==> src/rtl/nalus_pkg.sv <==
// ----------------------------------------------------------------------------
// nalus_pkg
// shared types and constants of the h.264 nal unit splitter
// ----------------------------------------------------------------------------
`default_nettype none

package nalus_pkg;

    // frame and table limits
    localparam int MAX_NALUS       = 16;
    localparam int MAX_FRAME_BYTES = 1048576;

    // internal widths follow from the limits
    localparam int POS_W = $clog2(MAX_FRAME_BYTES + 1);
    localparam int CNT_W = $clog2(MAX_NALUS + 1);

    // fixed widths of the result fields
    localparam int OFF_W      = 20;
    localparam int LEN_W      = 21;
    localparam int TYPE_W     = 5;
    localparam int CNT_OUT_W  = 5;
    localparam int STATUS_W   = 2;

    // nal unit types of interest
    localparam logic [TYPE_W-1:0] NAL_NON_IDR = 5'd1;
    localparam logic [TYPE_W-1:0] NAL_IDR     = 5'd5;
    localparam logic [TYPE_W-1:0] NAL_SEI     = 5'd6;
    localparam logic [TYPE_W-1:0] NAL_SPS     = 5'd7;

    // frame status codes
    localparam logic [STATUS_W-1:0] STATUS_OK       = 2'd0;
    localparam logic [STATUS_W-1:0] STATUS_SHORT    = 2'd1;
    localparam logic [STATUS_W-1:0] STATUS_NO_START = 2'd2;

    // parse phases
    typedef enum logic [2:0] {
        PHASE_LEAD,
        PHASE_HEADER,
        PHASE_BODY,
        PHASE_VCL,
        PHASE_STOP
    } phase_t;

endpackage

`default_nettype wire

==> src/rtl/nalus_in_if.sv <==
// ----------------------------------------------------------------------------
// nalus_in_if
// byte channel: one frame byte per item with a last-byte mark
// ----------------------------------------------------------------------------
`default_nettype none

interface nalus_in_if;

    logic       valid;
    logic       ready;
    logic [7:0] data_byte;
    logic       last_byte;

    modport source (output valid, output data_byte, output last_byte, input ready);
    modport sink   (input valid, input data_byte, input last_byte, output ready);

endinterface

`default_nettype wire

==> src/rtl/nalus_out_if.sv <==
// ----------------------------------------------------------------------------
// nalus_out_if
// result channel: nal unit records and frame summaries
// ----------------------------------------------------------------------------
`default_nettype none

interface nalus_out_if;

    logic                               valid;
    logic                               ready;
    logic                               unit_valid;
    logic [nalus_pkg::OFF_W-1:0]        unit_offset;
    logic [nalus_pkg::LEN_W-1:0]        unit_length;
    logic [nalus_pkg::TYPE_W-1:0]       unit_type;
    logic                               frame_end;
    logic [nalus_pkg::STATUS_W-1:0]     frame_status;
    logic                               key_frame;
    logic [nalus_pkg::CNT_OUT_W-1:0]    unit_count;
    logic                               table_full;

    modport source (
        output valid, input ready,
        output unit_valid, output unit_offset, output unit_length, output unit_type,
        output frame_end, output frame_status, output key_frame, output unit_count,
        output table_full
    );
    modport sink (
        input valid, output ready,
        input unit_valid, input unit_offset, input unit_length, input unit_type,
        input frame_end, input frame_status, input key_frame, input unit_count,
        input table_full
    );

endinterface

`default_nettype wire

==> src/rtl/h264_nal_unit_splitter_top.sv <==
// ----------------------------------------------------------------------------
// h264_nal_unit_splitter_top
// splits an annex b frame into nal unit records, one byte per item
// ----------------------------------------------------------------------------
// usage:
//   frame_bytes  carries the frame one byte per item, last_byte on the final
//                byte; the frame must open with the start code 00 00 00 01
//   unit_records carries one item per kept unit and one closing item per
//                frame (frame_end set, with status, key mark and unit count)
//   a unit ending at a start code is reported in the cycle after the 01 byte of
//   that start code is taken; a unit open at the final byte is reported on
//   the closing item
//   throughput is one byte per cycle while the receiver takes each waiting
//   item, set by the single parse state update and the output register
//   when the receiver stalls a waiting item, frame_bytes ready drops until
//   the item is taken; bytes already taken are never lost
//   reset clears the parse state and empties the output register; the state
//   also clears itself after every final byte
// ----------------------------------------------------------------------------
`default_nettype none

module h264_nal_unit_splitter_top (
    input  wire             clk,
    input  wire             rst_n,
    nalus_in_if.sink        frame_bytes,
    nalus_out_if.source     unit_records
);

    localparam int POS_W = nalus_pkg::POS_W;
    localparam int CNT_W = nalus_pkg::CNT_W;

    // parse state
    logic [POS_W-1:0]               pos_reg, pos_next;
    nalus_pkg::phase_t              phase_reg, phase_next;
    logic [23:0]                    window_reg, window_next;
    logic [1:0]                     seen_reg, seen_next;
    logic [nalus_pkg::OFF_W-1:0]    off_reg, off_next;
    logic [POS_W-1:0]               len_reg, len_next;
    logic [nalus_pkg::TYPE_W-1:0]   type_reg, type_next;
    logic [CNT_W-1:0]               count_reg, count_next;
    logic                           key_reg, key_next;
    logic                           full_reg, full_next;
    logic                           bad_reg, bad_next;

    // output register
    logic                               out_valid_reg;
    logic                               unit_valid_reg, unit_valid_next;
    logic [nalus_pkg::OFF_W-1:0]        unit_offset_reg, unit_offset_next;
    logic [nalus_pkg::LEN_W-1:0]        unit_length_reg, unit_length_next;
    logic [nalus_pkg::TYPE_W-1:0]       unit_type_reg, unit_type_next;
    logic                               frame_end_reg, frame_end_next;
    logic [nalus_pkg::STATUS_W-1:0]     frame_status_reg, frame_status_next;
    logic                               key_frame_reg, key_frame_next;
    logic [nalus_pkg::CNT_OUT_W-1:0]    unit_count_reg, unit_count_next;
    logic                               table_full_reg, table_full_next;

    logic                   in_fire;
    logic                   emit;
    logic [7:0]             b;
    logic                   last;

    // intermediate values after the byte is parsed
    nalus_pkg::phase_t              phase_mid;
    logic [POS_W-1:0]               pos_mid;
    logic [POS_W-1:0]               len_mid;
    logic [POS_W-1:0]               len_inc;
    logic [nalus_pkg::TYPE_W-1:0]   type_mid;
    logic [nalus_pkg::OFF_W-1:0]    off_mid;
    logic                           bad_mid;
    logic                           body_keep;
    logic                           end_keep;
    logic                           keep_en;
    logic [POS_W-1:0]               keep_len;
    logic [CNT_W-1:0]               count_inc;
    logic                           key_mid;
    logic                           full_mid;
    nalus_pkg::phase_t              phase_keep;
    logic [nalus_pkg::STATUS_W-1:0] status;
    logic [7:0]                     lead_expect;

    assign b       = frame_bytes.data_byte;
    assign last    = frame_bytes.last_byte;
    assign frame_bytes.ready = !out_valid_reg || unit_records.ready;
    assign in_fire = frame_bytes.valid && frame_bytes.ready;

    assign len_inc     = len_reg + POS_W'(1);
    assign lead_expect = (pos_reg == POS_W'(3)) ? 8'd1 : 8'd0;
    assign count_inc   = count_reg + CNT_W'(1);

    // byte parse
    always_comb
    begin
        phase_mid   = phase_reg;
        pos_mid     = pos_reg;
        len_mid     = len_reg;
        type_mid    = type_reg;
        off_mid     = off_reg;
        bad_mid     = bad_reg;
        window_next = window_reg;
        seen_next   = seen_reg;
        body_keep   = 1'b0;
        if (pos_reg < POS_W'(nalus_pkg::MAX_FRAME_BYTES))
        begin
            pos_mid = pos_reg + POS_W'(1);
            unique case (phase_reg)
                nalus_pkg::PHASE_LEAD:
                begin
                    bad_mid = bad_reg || (b != lead_expect);
                    if (pos_reg >= POS_W'(3))
                    begin
                        phase_mid = bad_mid ? nalus_pkg::PHASE_STOP : nalus_pkg::PHASE_HEADER;
                    end
                end
                nalus_pkg::PHASE_HEADER:
                begin
                    type_mid = b[nalus_pkg::TYPE_W-1:0];
                    off_mid  = nalus_pkg::OFF_W'(pos_reg);
                    len_mid  = POS_W'(1);
                    if (type_mid == nalus_pkg::NAL_NON_IDR || type_mid == nalus_pkg::NAL_IDR)
                    begin
                        phase_mid = nalus_pkg::PHASE_VCL;
                    end
                    else
                    begin
                        phase_mid   = nalus_pkg::PHASE_BODY;
                        window_next = 24'd0;
                        seen_next   = 2'd0;
                    end
                end
                nalus_pkg::PHASE_BODY:
                begin
                    len_mid = len_inc;
                    if (seen_reg == 2'd3 && window_reg == 24'd0 && b == 8'd1)
                    begin
                        phase_mid = nalus_pkg::PHASE_HEADER;
                        body_keep = (type_reg != nalus_pkg::NAL_SEI);
                    end
                    else
                    begin
                        window_next = {window_reg[15:0], b};
                        if (seen_reg != 2'd3)
                        begin
                            seen_next = seen_reg + 2'd1;
                        end
                    end
                end
                nalus_pkg::PHASE_VCL:
                begin
                    len_mid = len_inc;
                end
                default:
                begin
                end
            endcase
        end
    end

    // unit keep and frame close
    always_comb
    begin
        end_keep = last && !body_keep &&
                   ((phase_mid == nalus_pkg::PHASE_BODY && type_mid != nalus_pkg::NAL_SEI) ||
                    phase_mid == nalus_pkg::PHASE_VCL);
        keep_en  = body_keep || end_keep;
        keep_len = body_keep ? (len_mid - POS_W'(4)) : len_mid;

        count_next = count_reg;
        key_mid    = key_reg;
        full_mid   = full_reg;
        phase_keep = phase_mid;
        if (keep_en)
        begin
            count_next = count_inc;
            if (type_mid == nalus_pkg::NAL_SPS)
            begin
                key_mid = 1'b1;
            end
            if (count_inc >= CNT_W'(nalus_pkg::MAX_NALUS))
            begin
                full_mid   = 1'b1;
                phase_keep = nalus_pkg::PHASE_STOP;
            end
        end

        if (pos_mid < POS_W'(5))
        begin
            status = nalus_pkg::STATUS_SHORT;
        end
        else if (bad_mid)
        begin
            status = nalus_pkg::STATUS_NO_START;
        end
        else
        begin
            status = nalus_pkg::STATUS_OK;
        end

        emit = keep_en || last;

        if (last && status != nalus_pkg::STATUS_OK)
        begin
            unit_valid_next   = 1'b0;
            unit_offset_next  = '0;
            unit_length_next  = '0;
            unit_type_next    = '0;
            frame_end_next    = 1'b1;
            frame_status_next = status;
            key_frame_next    = 1'b0;
            unit_count_next   = '0;
            table_full_next   = 1'b0;
        end
        else
        begin
            unit_valid_next   = keep_en;
            unit_offset_next  = keep_en ? off_mid : '0;
            unit_length_next  = keep_en ? nalus_pkg::LEN_W'(keep_len) : '0;
            unit_type_next    = keep_en ? type_mid : '0;
            frame_end_next    = last;
            frame_status_next = nalus_pkg::STATUS_OK;
            key_frame_next    = key_mid;
            unit_count_next   = nalus_pkg::CNT_OUT_W'(count_next);
            table_full_next   = full_mid;
        end

        // clear everything after the final byte
        if (last)
        begin
            pos_next   = '0;
            phase_next = nalus_pkg::PHASE_LEAD;
            len_next   = '0;
            type_next  = '0;
            off_next   = '0;
            bad_next   = 1'b0;
            key_next   = 1'b0;
            full_next  = 1'b0;
            count_next = '0;
        end
        else
        begin
            pos_next   = pos_mid;
            phase_next = phase_keep;
            len_next   = len_mid;
            type_next  = type_mid;
            off_next   = off_mid;
            bad_next   = bad_mid;
            key_next   = key_mid;
            full_next  = full_mid;
        end
    end

    always_ff @(posedge clk or negedge rst_n)
    begin
        if (!rst_n)
        begin
            pos_reg    <= '0;
            phase_reg  <= nalus_pkg::PHASE_LEAD;
            window_reg <= '0;
            seen_reg   <= '0;
            off_reg    <= '0;
            len_reg    <= '0;
            type_reg   <= '0;
            count_reg  <= '0;
            key_reg    <= 1'b0;
            full_reg   <= 1'b0;
            bad_reg    <= 1'b0;
        end
        else if (in_fire)
        begin
            pos_reg    <= pos_next;
            phase_reg  <= phase_next;
            window_reg <= last ? 24'd0 : window_next;
            seen_reg   <= last ? 2'd0 : seen_next;
            off_reg    <= off_next;
            len_reg    <= len_next;
            type_reg   <= type_next;
            count_reg  <= count_next;
            key_reg    <= key_next;
            full_reg   <= full_next;
            bad_reg    <= bad_next;
        end
    end

    always_ff @(posedge clk or negedge rst_n)
    begin
        if (!rst_n)
        begin
            out_valid_reg <= 1'b0;
        end
        else if (in_fire)
        begin
            out_valid_reg <= emit;
        end
        else if (unit_records.ready)
        begin
            out_valid_reg <= 1'b0;
        end
    end

    always_ff @(posedge clk)
    begin
        if (in_fire && emit)
        begin
            unit_valid_reg   <= unit_valid_next;
            unit_offset_reg  <= unit_offset_next;
            unit_length_reg  <= unit_length_next;
            unit_type_reg    <= unit_type_next;
            frame_end_reg    <= frame_end_next;
            frame_status_reg <= frame_status_next;
            key_frame_reg    <= key_frame_next;
            unit_count_reg   <= unit_count_next;
            table_full_reg   <= table_full_next;
        end
    end

    assign unit_records.valid        = out_valid_reg;
    assign unit_records.unit_valid   = unit_valid_reg;
    assign unit_records.unit_offset  = unit_offset_reg;
    assign unit_records.unit_length  = unit_length_reg;
    assign unit_records.unit_type    = unit_type_reg;
    assign unit_records.frame_end    = frame_end_reg;
    assign unit_records.frame_status = frame_status_reg;
    assign unit_records.key_frame    = key_frame_reg;
    assign unit_records.unit_count   = unit_count_reg;
    assign unit_records.table_full   = table_full_reg;

endmodule

`default_nettype wire
==> src/flat_wrapper.sv <==
// flat-port wrapper written by rule: the top's interface ports become plain ports
module h264_nal_unit_splitter_top_flat 
  (clk, rst_n, frame_bytes_valid, frame_bytes_data_byte, frame_bytes_last_byte, frame_bytes_ready, unit_records_valid, unit_records_ready, unit_records_unit_valid, unit_records_unit_offset, unit_records_unit_length, unit_records_unit_type, unit_records_frame_end, unit_records_frame_status, unit_records_key_frame, unit_records_unit_count, unit_records_table_full);
  nalus_in_if frame_bytes_i ();
  nalus_out_if unit_records_i ();
  input  wire clk;
  input  wire rst_n;
  input wire logic [$bits(frame_bytes_i.valid)-1:0] frame_bytes_valid;
  input wire logic [$bits(frame_bytes_i.data_byte)-1:0] frame_bytes_data_byte;
  input wire logic [$bits(frame_bytes_i.last_byte)-1:0] frame_bytes_last_byte;
  output wire logic [$bits(frame_bytes_i.ready)-1:0] frame_bytes_ready;
  output wire logic [$bits(unit_records_i.valid)-1:0] unit_records_valid;
  input wire logic [$bits(unit_records_i.ready)-1:0] unit_records_ready;
  output wire logic [$bits(unit_records_i.unit_valid)-1:0] unit_records_unit_valid;
  output wire logic [$bits(unit_records_i.unit_offset)-1:0] unit_records_unit_offset;
  output wire logic [$bits(unit_records_i.unit_length)-1:0] unit_records_unit_length;
  output wire logic [$bits(unit_records_i.unit_type)-1:0] unit_records_unit_type;
  output wire logic [$bits(unit_records_i.frame_end)-1:0] unit_records_frame_end;
  output wire logic [$bits(unit_records_i.frame_status)-1:0] unit_records_frame_status;
  output wire logic [$bits(unit_records_i.key_frame)-1:0] unit_records_key_frame;
  output wire logic [$bits(unit_records_i.unit_count)-1:0] unit_records_unit_count;
  output wire logic [$bits(unit_records_i.table_full)-1:0] unit_records_table_full;
  assign frame_bytes_i.valid = frame_bytes_valid;
  assign frame_bytes_i.data_byte = frame_bytes_data_byte;
  assign frame_bytes_i.last_byte = frame_bytes_last_byte;
  assign frame_bytes_ready = frame_bytes_i.ready;
  assign unit_records_valid = unit_records_i.valid;
  assign unit_records_i.ready = unit_records_ready;
  assign unit_records_unit_valid = unit_records_i.unit_valid;
  assign unit_records_unit_offset = unit_records_i.unit_offset;
  assign unit_records_unit_length = unit_records_i.unit_length;
  assign unit_records_unit_type = unit_records_i.unit_type;
  assign unit_records_frame_end = unit_records_i.frame_end;
  assign unit_records_frame_status = unit_records_i.frame_status;
  assign unit_records_key_frame = unit_records_i.key_frame;
  assign unit_records_unit_count = unit_records_i.unit_count;
  assign unit_records_table_full = unit_records_i.table_full;
  h264_nal_unit_splitter_top u_core (.clk(clk), .rst_n(rst_n), .frame_bytes(frame_bytes_i), .unit_records(unit_records_i));
endmodule
==> config.mk <==
export PLATFORM = sky130hd
export DESIGN_NAME = h264_nal_unit_splitter_top_flat
export DESIGN_NICKNAME = d
export VERILOG_FILES = /design/src/rtl/nalus_pkg.sv /design/src/rtl/nalus_in_if.sv /design/src/rtl/nalus_out_if.sv /design/src/rtl/h264_nal_unit_splitter_top.sv /design/src/flat_wrapper.sv
export SDC_FILE = /design/constraint.sdc
export NUM_CORES = 1
export LEC_CHECK = 0
export ABC_CLOCK_PERIOD_IN_PS = 7500
export BUFFER_PORTS_ARGS = -buffer_cell sky130_fd_sc_hd__buf_2
export CORE_MARGIN = 4
export CORE_UTILIZATION = 55
export CTS_CLUSTER_SIZE = 12
export DETAILED_ROUTE_END_ITERATION = 12
export PLACE_DENSITY = 0.79
export SLEW_MARGIN = 5
export SYNTH_ARGS = -nofsm -noshare
export SYNTH_HDL_FRONTEND = slang
export SYNTH_SLANG_ARGS = --single-unit
export TNS_END_PERCENT = 100
==> constraint.sdc <==
create_clock -name clk -period 7.5 [get_ports clk]
set_clock_uncertainty 0.05 [all_clocks]
set_input_delay 0 -clock clk [delete_from_list [all_inputs] [get_ports clk]]
set_output_delay 0 -clock clk [all_outputs]
set_load 0.02 [all_outputs]
* Word level (Yosys, flattened, before mapping)
Index checks and enable logic that the tools add are counted.
Operators by class: eq/ne operators 18, $lt $le $gt $ge 4, add/subtract/negate cells 5, reductions and logical operators 26, bitwise logic cells 1, muxes and demuxes 51
Operator list (number):
- $mux W21 | 5
- $mux W24 | 4
- $mux W20 | 3
- $pmux W24 S2 | 1
- $add A21 B1 Y21 const B | 2
- $pmux W21 S2 | 1
- $mux W5 | 5
- $logic_not A24 Y1 | 1
- $eq A21 B2 Y1 const B | 1
- $ge A21 B2 Y1 const B | 1
- $lt A21 B21 Y1 const B | 1
- $lt A21 B3 Y1 const B | 1
- $mux W3 | 7
- $sub A21 B3 Y21 const B | 1
- $mux W1 | 16
- $mux W2 | 7
- $eq A3 B2 Y1 const B | 4
- $eq A5 B3 Y1 const B | 2
- $ne A5 B3 Y1 const B | 2
- $pmux W3 S3 | 1
- $eq A8 B1 Y1 const B | 1
- $logic_and A1 B1 Y1 | 8
- $ne A8 B8 Y1 | 1
- $logic_or A1 B1 Y1 | 6
- 18 further kinds | 23
Storage, ports and cells: input port bits 13, logic and storage cells 126, output and inout bits 59, flip-flop bits (word level) 162

* Logic depth before layout (Yosys ltp)
depth in word-level cells 15, depth in mapped cells 13, mapped depth without buffers 11

* Worst setup path after synthesis
No wires, ideal clock.
path kind reg2reg, start point register u_core.phase_reg[1], end point register u_core.frame_end_reg, in the netlist u_core.unit_records.frame_end, enable pin, stages on the path, launching flop included 8, library setup time 0.411 ns, required time 7.039 ns, path buffers 1, setup slack 4.023 ns, arrival 3.016 ns, period minus slack after synthesis 3.477 ns, cell sequence dfrtp_1 nor3b_1 o211ai_1 or4_1 clkbuf_1 nand2_1 nand2_1 inv_1
Between the ends: cells in the longest elaborated chain, start to end 10, elaborated cells between the ends (all ways) 22, classes of those cells eq/ne: 5; mux: 8; reduce/logical: 9
Ends and longest elaborated chain:
- start: declaration | RTL line h264_nal_unit_splitter_top.sv:34 | nalus_pkg::phase_t phase_reg, phase_next;
- start signal: assignment | RTL line h264_nal_unit_splitter_top.sv:256 | phase_reg <= nalus_pkg::PHASE_LEAD;
- start signal: assignment | RTL line h264_nal_unit_splitter_top.sv:270 | phase_reg <= phase_next;
- $eq A3 B2 Y1, or another cell as far along | RTL line h264_nal_unit_splitter_top.sv:105 | unique case (phase_reg)
- $pmux W3 S3 or $mux W5 (tied branches) | RTL line h264_nal_unit_splitter_top.sv:105
- $mux W3 or $mux W5 (tied branches) | RTL line h264_nal_unit_splitter_top.sv:102 | if (pos_reg < POS_W'(nalus_pkg::MAX_FRAME_BYTES))
- $eq A3 B2 Y1 or $ne A5 B3 Y1 (tied branches) | RTL line h264_nal_unit_splitter_top.sv:162 | ((phase_mid == nalus_pkg::PHASE_BODY && type_mid != nalus_pkg::NAL_SEI) ||
- $logic_and A1 B1 Y1 | RTL line h264_nal_unit_splitter_top.sv:162
- $logic_or A1 B1 Y1 | RTL line h264_nal_unit_splitter_top.sv:162
- $logic_and A1 B1 Y1 | RTL line h264_nal_unit_splitter_top.sv:161 | end_keep = last && !body_keep &&
- $logic_or A1 B1 Y1 (*) | RTL line h264_nal_unit_splitter_top.sv:164 | keep_en = body_keep || end_keep;
- $logic_or A1 B1 Y1 (*) | RTL line h264_nal_unit_splitter_top.sv:198 | emit = keep_en || last;
- $logic_and A1 B1 Y1 (*) | RTL line h264_nal_unit_splitter_top.sv:301 | if (in_fire && emit)
- end signal: assignment | RTL line h264_nal_unit_splitter_top.sv:307 | frame_end_reg <= frame_end_next;
- end: declaration | RTL line h264_nal_unit_splitter_top.sv:51 | logic frame_end_reg, frame_end_next;
Mark *: on every way between the ends. The rest lies on a longest branch, timed or not. A chain may end at the register's enable or synchronous reset.

* Worst setup path in the final report
start point register u_core.pos_reg[20], end point register u_core.unit_length_reg, in the netlist u_core.unit_records.unit_length[0], data pin
Between the ends: cells in the longest elaborated chain, start to end 15, elaborated cells between the ends (all ways) 35, classes of those cells add/sub: 2; order compare: 3; eq/ne: 5; mux: 14; bitwise: 1; reduce/logical: 10
Ends and longest elaborated chain:
- start: declaration | RTL line h264_nal_unit_splitter_top.sv:33 | logic [POS_W-1:0] pos_reg, pos_next;
- start signal: assignment | RTL line h264_nal_unit_splitter_top.sv:269 | pos_reg <= pos_next;
- parallel branches: the longest is 15 deep, another holds $add A21 B1 Y21
- end signal: assignment | RTL line h264_nal_unit_splitter_top.sv:305 | unit_length_reg <= unit_length_next;
- end: declaration | RTL line h264_nal_unit_splitter_top.sv:49 | logic [nalus_pkg::LEN_W-1:0] unit_length_reg, unit_length_next;
Parallel ways; which one is timed is not known.

==> implementation parameters <==
Parameter                              Value

Setup path
  Crit path max-delay cell type    nor3b_2
  Crit-path max cell delay    1050 ps
  List of cells traversed by the critical path    nor3b_2, o211ai_1, or4_1, o41ai_1, o21ai_1, or2_2, buf_4, a211oi_2
  Signal arrival time at the worst endpoint    4430 ps
  Setup slack of the worst register-to-register path    3290 ps
  Kind of critical path    register to register
  Type of origin of the critical path    register
  Req. time, crit path    7720 ps
  Maximum net fanout on the critical path    47
  CP Capture Type    register
  Critical path buffer and inverter count    1
  Largest delay contributor family on the critical path    simple AND/OR/NAND/NOR gates

Drt
  Wire length per cell    17.3 um
  Total length of routed wires    21.2 mm
  DRC viols    0
  Post-DRT Antenna Nets    0
  Vias after detailed routing    7527
  Detailed-routing iteration count for the pre-antenna-repair pass    5
  Routed wl met3    1.84 mm
  Number of violations reported at the end of detailed-routing iteration 0    978
  Routed length on met2    9.15 mm
  Wire length on met1    9.86 mm
  Drt via density    6.14
  Top routing layer in use    met4

STA
  Maximum operating frequency    238 MHz
  Max-slew violation count    0
  Final hold viol count    0
  Part of the cycle the worst path needs    56.1%
  Max_slew headroom    21.2%
  Final setup fails    0
  Total negative slack for setup checks    0 ps
  Shortest period the worst path allows    4210 ps
  Final-layout worst hold slack    68.7 ps
  Setup repair after global routing missed its margin    false
  Worst-Margin Slew    1180 ps

Synthesis
  Post-synthesis instance area    8780 sq um
  Sequential-to-total area share from yosys stat    49.4%
  Synthesized instance count    964
  Synth cell types    79
  Total of warnings raised by yosys    0
  XOR/XNOR share of the synthesized area    2.10%
  Synth Area in Compound Gates    20.1%
  Top FF cell, synth    dfrtp_1
  Synth area leader    dfrtp_1
  Mapped Nets    982
  Total of flip-flops plus latches after synthesis    162
  Synthesized-area fraction occupied by and/or/nand/nor cells    22.5%
  Share of flip-flops with an asynchronous set or reset after synthesis    64.8%
  Synth top area share    29.9%
  Adder-Cell Fraction of Synth Area    0.713%
  Mean instance size in the synthesized netlist    9.10 sq um
  Cell types with the largest area share after synthesis    dfrtp_1 (30%), edfxtp_1 (20%), nand2_1 (7.8%)
  Post-synthesis mux area share    0.713%
  Main combinational cell family by area after synthesis    simple AND/OR/NAND/NOR gates
  Number of enable-type register cells in the synthesized netlist    57

Clocking
  Clock sinks    162
  Clock input transition at the sequential cells of the worst setup and hold paths    60 ps
  Buffer count from post-CTS setup fixing    0
  PostCTS Resize Cnt    0
  TritonCTS Buffers    17
  Clock latency of the later-clocked register in the worst-skew pair    430 ps
  Count of H-tree levels built during CTS    4
  Maximum clock insertion buffer count    2
  # hold bufs at CTS    11
  Cell at the root of the clock tree    clkbuf_16
  Clock tree from TritonCTS    done

Worst hold path
  Worst Hold Class    input pin to async pin

Global route
  Wire length of the first global-routing pass    35.1 mm
  Remaining Overflow, GRT    0
  Total routing resource utilization after global routing    24.2%
  Antenna violations before repair    0
  Pin count of the biggest net entering global routing    79
  Via count of the first global-routing pass    6753

Final layout
  Antenna Diode Count    0
  Flip-flop count of the largest register, all copies and words added    24
  Area Overhead vs Synth    11.7%
  Most used cells in the layout excluding fill and tap cells    nand2_1 (182), dfrtp_1 (105), o21ai_0 (88)
  Layout cell share with drive strength beyond 1    14.8%
  Number of nets in the layout    1019
  Commonest non-fill, non-tap cell in the layout    nand2_1

Power
  Power density over cell area    235 nW/um^2
  Highest ir drop seen on vdd    0.000173 V
  Leakage component of the power    0.00369 uW

Status
  Result of the run    complete, no violations

Floorplanning
  Effective utilization at floorplan    56.9%
  # IOs    72
  Count of standard-cell rows    45
  Horizontal die dimension    134 um
  Core box area    15400 sq um
  Floorplan die height    134 um
  Floorplan die area    18000 sq um

Placed design
  Half-perimeter wire length after detailed placement    13.6 mm
  Count of input and output buffers    71
  Final weighted congestion in routability-driven placement    0.911

Job
  Count of maximum capacitance violations    0
[logic make-up (layout without fill, tap and decap cells)]
logic type,Yosys count,after routing
fa+ha+maj,5,5
simple gates,412,412
compound gates,267,267
mux,6,6
xor+xnor,21,21
buf+inv,91,141
flops,162,162
[layout make-up]
type	count	area (sq um)
Clock buffer	18	429
Clock inverter	14	103
Fill cell	1296	5620
Inverter	18	67.6
Multi-Input combinational cell	711	4070
Sequential cell	162	4340
Tap cell	211	264
Timing Repair Buffer	91	536
[per-layer routing]
layer	vias to the layer above	track usage [%]
li1	3571	-
met4	0	7.01
met1	3569	37.0
met3	45	5.21
met5	-	0
met2	342	34.9
[worst reg2reg max path, stage by stage, from the launching register on]
cell and delay [ps]:
dfrtp_1 610, nor3b_2 1050, o211ai_1 180, or4_1 630
o41ai_1 140, o21ai_1 380, or2_2 390, buf_4 320
a211oi_2 290
[cell usage after synthesis (4+ instances only)]
library cell / instances
mux2i_1: 4
nand3_1: 29
nor2b_1: 4
dfrtp_1: 105
o22ai_1: 6
nor2_1: 66
clkbuf_1: 59
a21oi_1: 43
and2_1: 4
a211oi_1: 6
xnor2_1: 10
edfxtp_1: 57
xor2_1: 11
a21oi_2: 20
nor3b_1: 4
nand2b_1: 6
inv_1: 18
and3_1: 8
buf_2: 7
o21ai_0: 89
or3_1: 5
a21boi_0: 22
a31oi_1: 11
nand4_1: 14
and4_1: 4
nand2_1: 183
o31ai_1: 5
nor4_1: 17
nor3_1: 37
a22o_1: 13
or4_1: 4
o211ai_1: 6
ha_1: 5
buf_6: 5
[final timing paths]
kind,to,depth (start not counted),startpoint
min,u_core.count_reg[0],2,rst_n
max in group asynchronous,u_core.len_reg[8],3,rst_n
min in group clk,u_core.full_reg,3,frame_bytes_last_byte
max,u_core.unit_records.unit_length[0],8,u_core.pos_reg[20]
min reg2reg,u_core.off_reg[12],2,u_core.off_reg[12]
max reg2reg,u_core.unit_records.unit_length[0],8,u_core.pos_reg[20]
[where the power goes]
part / switching (uW) / internal, uW
registers: 145 / 1010
clock network: 364 / 426
logic: 221 / 139
total: 730 / 1580
[per-stage QoR]
| step | power (uW) | instance area [sq um] | util [%] | setup slack, ps | instances |
|---|---|---|---|---|---|
| detailed placement | 1520 | 9170 | 59.4 | 3350 | 1182 |
| floorplan | 1410 | 8780 | - | 4020 | 964 |
| global route | 2420 | 9810 | 63.6 | 2950 | 1225 |
| CTS | 2310 | 9810 | 63.6 | 3340 | 1225 |
| finish | 2310 | 9810 | 63.6 | 3290 | 1225 |
| global placement | 1500 | 9170 | 59.4 | 3440 | 1182 |
No activity file was read; power rests on OpenSTA's default activity.
